[src/rtl/core/ksm_pkg.sv]
// Shared constants and controller/datapath interface types for the k-way merge block.
`timescale 1ns / 1ps

package ksm_pkg;

    localparam int DATA_W           = 32;
    localparam int MAX_ELEMENTS_DEF = 64;
    localparam int MAX_LISTS_DEF    = 16;

    typedef struct packed {
        logic load;
        logic scan_start;
        logic scan_step;
        logic emit;
    } t_cmd;

    typedef struct packed {
        logic scan_done;
        logic out_free;
        logic emit_last;
    } t_status;

endpackage

[src/rtl/core/ksm_ctrl.sv]
// Sequencing state machine for list loading, head scans and result emission.
`timescale 1ns / 1ps

module ksm_ctrl (
    input  logic             i_clk,
    input  logic             i_rst_n,
    input  logic             i_in_valid,
    input  logic             i_in_last,
    input  ksm_pkg::t_status i_status,
    output ksm_pkg::t_cmd    o_cmd,
    output logic             o_in_ready
);
    import ksm_pkg::*;

    localparam logic [1:0] ST_LOAD = 2'd0;
    localparam logic [1:0] ST_SCAN = 2'd1;
    localparam logic [1:0] ST_FIN  = 2'd2;

    logic [1:0] r_state;
    logic [1:0] n_state;

    always_comb begin
        n_state          = r_state;
        o_cmd            = '0;
        o_in_ready       = 1'b0;
        case (r_state)
            ST_LOAD: begin
                o_in_ready = 1'b1;
                if (i_in_valid) begin
                    o_cmd.load = 1'b1;
                    if (i_in_last) begin
                        o_cmd.scan_start = 1'b1;
                        n_state          = ST_SCAN;
                    end
                end
            end
            ST_SCAN: begin
                if (i_status.scan_done) begin
                    n_state = ST_FIN;
                end else begin
                    o_cmd.scan_step = 1'b1;
                end
            end
            ST_FIN: begin
                if (i_status.out_free) begin
                    o_cmd.emit = 1'b1;
                    if (i_status.emit_last) begin
                        n_state = ST_LOAD;
                    end else begin
                        o_cmd.scan_start = 1'b1;
                        n_state          = ST_SCAN;
                    end
                end
            end
            default: begin
                n_state = ST_LOAD;
            end
        endcase
    end

    always_ff @(posedge i_clk) begin
        if (!i_rst_n) begin
            r_state <= ST_LOAD;
        end else begin
            r_state <= n_state;
        end
    end

endmodule

[src/rtl/core/ksm_datapath.sv]
// Element and list stores, head scan pipeline, counters and output register.
`timescale 1ns / 1ps

module ksm_datapath #(
    parameter int MAX_ELEMENTS = ksm_pkg::MAX_ELEMENTS_DEF,
    parameter int MAX_LISTS    = ksm_pkg::MAX_LISTS_DEF
) (
    input  logic                               i_clk,
    input  logic                               i_rst_n,
    input  ksm_pkg::t_cmd                      i_cmd,
    input  logic signed [ksm_pkg::DATA_W-1:0]  i_value,
    input  logic                               i_start,
    input  logic                               i_out_ready,
    output ksm_pkg::t_status                   o_status,
    output logic                               o_out_valid,
    output logic signed [ksm_pkg::DATA_W-1:0]  o_out_value,
    output logic                               o_out_last,
    output logic                               o_out_ovf
);
    import ksm_pkg::*;

    localparam int PW   = $clog2(MAX_ELEMENTS + 1);
    localparam int EA_W = $clog2(MAX_ELEMENTS);
    localparam int LC_W = $clog2(MAX_LISTS + 2);
    localparam int LA_W = $clog2(MAX_LISTS);

    logic [DATA_W-1:0] r_elem_mem [MAX_ELEMENTS];
    logic [PW-1:0]     r_head_mem [MAX_LISTS];
    logic [PW-1:0]     r_end_mem  [MAX_LISTS];

    logic [LC_W-1:0] r_lcnt, n_lcnt;
    logic [PW-1:0]   r_ecnt, n_ecnt;
    logic [PW-1:0]   r_emitted, n_emitted;
    logic            r_ovf, n_ovf;
    logic            r_drop, n_drop;

    logic [LC_W-1:0] r_cnt;
    logic            r_s1_vld;
    logic [LA_W-1:0] r_s1_idx;
    logic [PW-1:0]   r_head_q;
    logic [PW-1:0]   r_end_q;
    logic            r_s2_vld;
    logic [LA_W-1:0] r_s2_idx;
    logic [PW-1:0]   r_s2_pos;
    logic [DATA_W-1:0] r_elem_q;

    logic                     r_best_found;
    logic [LA_W-1:0]          r_best_idx;
    logic [PW-1:0]            r_best_pos;
    logic signed [DATA_W-1:0] r_best_val;

    logic                     r_out_valid;
    logic signed [DATA_W-1:0] r_out_value;
    logic                     r_out_last;
    logic                     r_out_ovf;

    logic            ld_start;
    logic            ld_full;
    logic            ld_lfull;
    logic            ld_open;
    logic            ld_app;
    logic            ld_store;
    logic            ld_reject;
    logic [LC_W-1:0] ld_lm1;
    logic [LA_W-1:0] end_wa;
    logic            scan_issue;
    logic            best_take;
    logic            emit_last;

    assign ld_start  = i_start || (r_lcnt == '0);
    assign ld_full   = (r_ecnt == PW'(MAX_ELEMENTS));
    assign ld_lfull  = (r_lcnt == LC_W'(MAX_LISTS));
    assign ld_open   = i_cmd.load && ld_start && !ld_full && !ld_lfull;
    assign ld_app    = i_cmd.load && !ld_start && !r_drop && !ld_full;
    assign ld_store  = ld_open || ld_app;
    assign ld_reject = i_cmd.load && !ld_store;
    assign ld_lm1    = r_lcnt - LC_W'(1);
    assign end_wa    = ld_open ? r_lcnt[LA_W-1:0] : ld_lm1[LA_W-1:0];

    assign scan_issue = i_cmd.scan_step && (r_cnt < r_lcnt);
    assign best_take  = r_s2_vld && (!r_best_found || ($signed(r_elem_q) < r_best_val));
    assign emit_last  = ((r_emitted + PW'(1)) == r_ecnt);

    assign o_status.scan_done = (r_cnt == (r_lcnt + LC_W'(1)));
    assign o_status.out_free  = !r_out_valid || i_out_ready;
    assign o_status.emit_last = emit_last;

    assign o_out_valid = r_out_valid;
    assign o_out_value = r_out_value;
    assign o_out_last  = r_out_last;
    assign o_out_ovf   = r_out_ovf;

    always_ff @(posedge i_clk) begin
        if (ld_store) begin
            r_elem_mem[r_ecnt[EA_W-1:0]] <= i_value;
        end
        r_elem_q <= r_elem_mem[r_head_q[EA_W-1:0]];
    end

    always_ff @(posedge i_clk) begin
        if (ld_store) begin
            r_end_mem[end_wa] <= r_ecnt + PW'(1);
        end
        if (scan_issue) begin
            r_end_q <= r_end_mem[r_cnt[LA_W-1:0]];
        end
    end

    always_ff @(posedge i_clk) begin
        if (ld_open) begin
            r_head_mem[r_lcnt[LA_W-1:0]] <= r_ecnt;
        end else if (i_cmd.emit) begin
            r_head_mem[r_best_idx] <= r_best_pos + PW'(1);
        end
        if (scan_issue) begin
            r_head_q <= r_head_mem[r_cnt[LA_W-1:0]];
        end
    end

    always_comb begin
        n_lcnt    = r_lcnt;
        n_ecnt    = r_ecnt;
        n_emitted = r_emitted;
        n_ovf     = r_ovf;
        n_drop    = r_drop;
        if (ld_store) begin
            n_ecnt = r_ecnt + PW'(1);
        end
        if (ld_open) begin
            n_lcnt = r_lcnt + LC_W'(1);
            n_drop = 1'b0;
        end
        if (ld_reject) begin
            n_ovf = 1'b1;
            if (ld_start) begin
                n_drop = 1'b1;
            end
        end
        if (i_cmd.emit) begin
            if (emit_last) begin
                n_lcnt    = '0;
                n_ecnt    = '0;
                n_emitted = '0;
                n_ovf     = 1'b0;
                n_drop    = 1'b0;
            end else begin
                n_emitted = r_emitted + PW'(1);
            end
        end
    end

    always_ff @(posedge i_clk) begin
        if (!i_rst_n) begin
            r_lcnt       <= '0;
            r_ecnt       <= '0;
            r_emitted    <= '0;
            r_ovf        <= 1'b0;
            r_drop       <= 1'b0;
            r_cnt        <= '0;
            r_s1_vld     <= 1'b0;
            r_s2_vld     <= 1'b0;
            r_best_found <= 1'b0;
            r_out_valid  <= 1'b0;
        end else begin
            r_lcnt    <= n_lcnt;
            r_ecnt    <= n_ecnt;
            r_emitted <= n_emitted;
            r_ovf     <= n_ovf;
            r_drop    <= n_drop;
            if (i_cmd.scan_start) begin
                r_cnt <= '0;
            end else if (i_cmd.scan_step) begin
                r_cnt <= r_cnt + LC_W'(1);
            end
            r_s1_vld <= scan_issue;
            r_s2_vld <= r_s1_vld && (r_head_q < r_end_q);
            if (i_cmd.scan_start) begin
                r_best_found <= 1'b0;
            end else if (best_take) begin
                r_best_found <= 1'b1;
            end
            if (i_cmd.emit) begin
                r_out_valid <= 1'b1;
            end else if (i_out_ready) begin
                r_out_valid <= 1'b0;
            end
        end
    end

    always_ff @(posedge i_clk) begin
        r_s1_idx <= r_cnt[LA_W-1:0];
        r_s2_idx <= r_s1_idx;
        r_s2_pos <= r_head_q;
        if (best_take) begin
            r_best_idx <= r_s2_idx;
            r_best_pos <= r_s2_pos;
            r_best_val <= $signed(r_elem_q);
        end
        if (i_cmd.emit) begin
            r_out_value <= r_best_val;
            r_out_last  <= emit_last;
            r_out_ovf   <= r_ovf;
        end
    end

endmodule

[src/rtl/core/k_way_sorted_list_merge.sv]
// Top level of the k-way sorted list merge block.
`timescale 1ns / 1ps

// Elements of up to MAX_LISTS ascending lists are loaded one per cycle; a request with
// starts_new_list opens a list, and the request with last_of_all starts the merge. Lists or
// elements beyond MAX_LISTS / MAX_ELEMENTS are dropped and flagged on every result of the
// burst. During the burst the input is not ready. Every result needs a full scan of the
// per-list head and end memories through a three-stage read pipeline into the element
// memory, followed by an emit step that loads the output register and advances the winning
// list. Ties go to the lower list. Loading of the next set resumes as soon as the final
// result enters the output register, and output stalls delay each result until the
// output register is free.

module k_way_sorted_list_merge #(
    parameter int MAX_ELEMENTS = ksm_pkg::MAX_ELEMENTS_DEF,
    parameter int MAX_LISTS    = ksm_pkg::MAX_LISTS_DEF
) (
    input  logic                              i_clk,
    input  logic                              i_rst_n,
    input  logic                              i_valid,
    output logic                              o_ready,
    input  logic signed [ksm_pkg::DATA_W-1:0] i_value,
    input  logic                              i_starts_new_list,
    input  logic                              i_last_of_all,
    output logic                              o_valid,
    input  logic                              i_ready,
    output logic signed [ksm_pkg::DATA_W-1:0] o_merged_value,
    output logic                              o_last_out,
    output logic                              o_overflow
);
    import ksm_pkg::*;

    t_cmd    cmd;
    t_status status;

    ksm_ctrl u_ctrl (
        .i_clk      (i_clk),
        .i_rst_n    (i_rst_n),
        .i_in_valid (i_valid),
        .i_in_last  (i_last_of_all),
        .i_status   (status),
        .o_cmd      (cmd),
        .o_in_ready (o_ready)
    );

    ksm_datapath #(
        .MAX_ELEMENTS (MAX_ELEMENTS),
        .MAX_LISTS    (MAX_LISTS)
    ) u_datapath (
        .i_clk       (i_clk),
        .i_rst_n     (i_rst_n),
        .i_cmd       (cmd),
        .i_value     (i_value),
        .i_start     (i_starts_new_list),
        .i_out_ready (i_ready),
        .o_status    (status),
        .o_out_valid (o_valid),
        .o_out_value (o_merged_value),
        .o_out_last  (o_last_out),
        .o_out_ovf   (o_overflow)
    );

    a_emit_needs_room: assert property (@(posedge i_clk) disable iff (!i_rst_n)
        cmd.emit |-> status.out_free)
        else $error("Result loaded while the output register was still occupied.");

    a_no_load_in_scan: assert property (@(posedge i_clk) disable iff (!i_rst_n)
        cmd.load |-> !cmd.scan_step && !cmd.emit)
        else $error("Input request accepted during a merge burst.");

    a_last_reopens: assert property (@(posedge i_clk) disable iff (!i_rst_n)
        (cmd.emit && status.emit_last) |=> o_ready)
        else $error("Input not reopened after the final result of a burst.");

    a_scan_closes: assert property (@(posedge i_clk) disable iff (!i_rst_n)
        cmd.scan_start |=> !o_ready)
        else $error("Input ready while a head scan is running.");

endmodule
[config.mk]
export PLATFORM = sky130hd
export DESIGN_NAME = k_way_sorted_list_merge
export DESIGN_NICKNAME = d
export VERILOG_FILES = /design/src/rtl/core/ksm_pkg.sv /design/src/rtl/core/ksm_ctrl.sv /design/src/rtl/core/ksm_datapath.sv /design/src/rtl/core/k_way_sorted_list_merge.sv
export SDC_FILE = /design/constraint.sdc
export NUM_CORES = 2
export LEC_CHECK = 0
export ABC_AREA = 1
export BUFFER_PORTS_ARGS = -buffer_cell sky130_fd_sc_hd__buf_4
export CAP_MARGIN = 20
export CORE_MARGIN = 2
export CORE_UTILIZATION = 30
export DETAILED_ROUTE_END_ITERATION = 7
export SLEW_MARGIN = 40
export SYNTH_ARGS = -nofsm -noshare
export SYNTH_HDL_FRONTEND = slang
export SYNTH_HIERARCHICAL = 1
export SYNTH_SLANG_ARGS = --single-unit
export TNS_END_PERCENT = 5
[constraint.sdc]
create_clock -name i_clk -period 5.7 [get_ports i_clk]
set_clock_uncertainty 0.2 [all_clocks]
set_input_delay 1.14 -clock i_clk [delete_from_list [all_inputs] [get_ports i_clk]]
set_output_delay 1.14 -clock i_clk [all_outputs]
set_load 0.01 [all_outputs]
==> flow_metrics.py <==
metrics = {
    "power": {
        "p_int_mw": 32.8,
        "switching_share_pct": 29.7,
        "ir_drop_mv": 0.366,
        "pwr-share-clk_pct": 35.9,
        "power_frac_seq_pct": 45.0,
        "comb_power_share_pct": 19.1,
        "p_switching_mw": 13.8,
        "power_leakage_nw": 35.8,
        "power.density_mw_per_mm2": 419,
    },
    "critical_path": {
        "end_kind": "flop",
        "startpoint": "u_datapath/r_ecnt[0]$_SDFF_PN0_",
        "cp_max_fo": 22,
        "rr_startpoint": "u_datapath/r_ecnt[0]$_SDFF_PN0_",
        "worstPathArrival_ns": 4.74,
        "crit_type": "reg -> reg",
        "startpoint_type": "flop",
        "reg2reg_slack_ns": 1.36,
        "required_ns": 6.10,
        "r2r_end": "u_datapath/r_elem_mem[47][19]$_DFFE_PP_",
        "ff2ff_path_depth": 10,
        "crit_path_end": "u_datapath/r_elem_mem[47][19]$_DFFE_PP_",
    },
    "floorplanning": {
        "core_sq_mm": 0.318,
        "die_area_sq_mm": 0.325,
        "row_count": 207,
        "die_h_um": 570,
        "boundaryPins": 74,
        "die_w_um": 570,
        "start_util_pct": 30.2,
    },
    "logic_synthesis": {
        "seq_area_frac_synth_pct": 75.5,
        "yosys.area.top_type": "edfxtp_1",
        "synth-simple-area-share_pct": 10.5,
        "yosys.area_share.adder_pct": 0.651,
        "synth-compound-area-share_pct": 10.4,
        "synth.mux.area_fraction_pct": 0,
        "synth_edf_count": 2363,
        "avgSynthCellArea_sq_um": 13.0,
        "synth_area_sq_mm": 0.0961,
        "synthFlopType": "edfxtp_1",
        "yosysTopAreaCellShare_pct": 73.8,
        "async_flop_share_pct": 0,
        "synth.net_count": 7498,
        "yosys_warnings": 6,
        "synth_xor_area_share_pct": 0.255,
        "ys_ff_latch": 2442,
        "synth_top_family_by_area": "simple AND/OR/NAND/NOR gates",
        "ys_types": 49,
        "synth_cells": 7410,
        "synthTopCellsByArea": "edfxtp_1, o21ai_0, nor2_1",
    },
    "placement": {
        "place.gp.congestion": 0.899,
        "port_buffers": 73,
        "place_area_sq_mm": 0.103,
        "dpl.hpwl_um": 162000,
    },
    "global_routing": {
        "overflow": 0,
        "grt_pass1_vias": 59500,
        "grt_max_degree": 188,
        "grt_pass1_wl_um": 403000,
        "grt_use_total_pct": 16.6,
        "antenna_found_initial": 10,
    },
    "status": {
        "status": "finished, final reports clean",
    },
    "cts": {
        "cts_resized": 0,
        "cts_tree": "built",
        "cts_buffer_depth": 4,
        "clock-sinks": 2442,
        "cts.clk_slew.worst_paths_ns": 0.05,
        "h-tree-depth": 5,
        "post_cts.repair.setup_buffers": 0,
        "cts_hold_buffers": 0,
        "cts_made_buffers": 276,
        "clk_latency_ns": 0.95,
        "clockRootBuffer": "clkbuf_16",
    },
    "cells_and_area": {
        "most-common-layout-cells": "edfxtp_1, nor2_1, o21ai_0",
        "final_nets": 7541,
        "final_common_cell": "edfxtp_1",
        "drive_above_1_share_pct": 9.92,
        "final_area_sq_mm": 0.111,
        "syn2layout_area_growth_pct": 15.9,
    },
    "sta": {
        "slew_headroom_pct": 40.5,
        "setup_viol": 0,
        "fin_tns_setup_ns": 0,
        "holdWs_ns": 0.125,
        "worstMarginPinSlew_ns": 0.892,
        "period_needed_ns": 4.34,
        "grt_setup_unrepaired": "no",
        "timing.fmax_ghz": 0.231,
        "finalHoldViolCount": 0,
        "period_share_pct": 76.1,
        "maxSlewViolCount": 0,
    },
    "drt": {
        "via_count": 62200,
        "drc_errors": 0,
        "wl_um": 279000,
        "drtPass1Iterations": 6,
        "vias_per_cell": 5.26,
        "antenna_left": 0,
        "routedWlPerCell_um": 23.6,
        "drtIter0Drc": 7664,
    },
    "min_path": {
        "holdCritPathClass": "reg -> reg",
    },
    "flow_run": {
        "drv_cap": 0,
    },
}
-- cell usage after synthesis, types with 27 or more instances --
master    number
o211ai_1      27
buf_2        132
and2_1        27
ha_1          50
nand2_1      645
clkbuf_1     320
o22ai_1      528
dfxtp_1       79
nor2_1      1273
o21ai_1       27
o21ai_0     1149
inv_1        102
edfxtp_1    2363
o221ai_1      40
a21oi_1       28
nand3_1      456
-- power groups by stage --
stage	combinational [mW]	clock, mW	sequential, mW
global placement	8.52	0	21.3
detailed placement	8.72	0	21.3
global route	9.56	17.7	21.0
floorplan	5.18	0	21.2
finish	8.91	16.7	21.0
CTS	8.75	17.0	21.0
-- worst max-delay path, stage by stage (launching register included) --
cell and delay [ns]:
dfxtp_1 0.53, inv_1 0.44, ha_1 0.37, nand3_1 0.12, nor2_2 0.07, nor2_4 0.18, nand4_1 0.18, nand2_4 0.25
nand2_2 0.55, nor2_4 0.82, buf_4 0.30
-- logic make-up after synthesis --
family / after synthesis
xor+xnor: 28
flops: 2442
simple gates: 2462
fa+ha+maj: 50
compound gates: 1813
buf+inv: 615
-- through the flow --
stage | setup WS, ns | power (mW) | utilization (%) | std cells
after floorplan | 1.16 | 26.4 | - | 7410
after global placement | 1.27 | 29.9 | 31.9 | 11300
after detailed placement | 1.25 | 30.1 | 32.3 | 11400
after CTS | 1.42 | 46.7 | 35.0 | 11800
after global routing | 1.20 | 48.2 | 35.0 | 11800
final | 1.36 | 46.6 | 35.0 | 11800
-- flip-flops by register name, indices dropped and copies added (netlist names), 32 cells and up --
register	flops
u_datapath/o_out_value	32
u_datapath/r_head_mem	112
u_datapath/r_end_mem	112
u_datapath/r_elem_mem	2048
u_datapath/r_best_val	32
u_datapath/r_elem_q	32
-- worst min path at each step --
stage / from / end / slack, ns / cells past startpoint
finish: u_datapath/r_s1_idx[1]$_DFF_P_ / u_datapath/r_s2_idx[1]$_DFF_P_ / 0.13 / 0
global route: u_datapath/r_s1_idx[3]$_DFF_P_ / u_datapath/r_s2_idx[3]$_DFF_P_ / 0.14 / 0
CTS: u_datapath/r_s1_idx[1]$_DFF_P_ / u_datapath/r_s2_idx[1]$_DFF_P_ / 0.13 / 0
global placement: u_datapath/r_s1_idx[3]$_DFF_P_ / u_datapath/r_s2_idx[3]$_DFF_P_ / 0.11 / 0
floorplan: u_datapath/r_s1_idx[0]$_DFF_P_ / u_datapath/r_s2_idx[0]$_DFF_P_ / 0.11 / 0
detailed placement: u_datapath/r_s1_idx[1]$_DFF_P_ / u_datapath/r_s2_idx[1]$_DFF_P_ / 0.11 / 0
-- routing by layer --
metal | part of all wire (%) | GRT usage, % | vias up
li1 | - | - | 27500
met1 | 41 | 22.6 | 31300
met2 | 46 | 26.0 | 2998
met3 | 9.2 | 3.22 | 459
met4 | 3.9 | 6.79 | 6
met5 | 0.012 | 0 | -
-- cell type report --
cell class / instances / area, sq um
Antenna cell: 9 / 22.5
Clock buffer: 353 / 7430
Inverter: 112 / 462
Tap cell: 4180 / 5230
Sequential cell: 2442 / 72500
Fill cell: 30200 / 207000
Timing Repair Buffer: 268 / 3180
Clock inverter: 113 / 972
Multi-Input combinational cell: 4353 / 21500
Power figures use the tool's default switching activity.
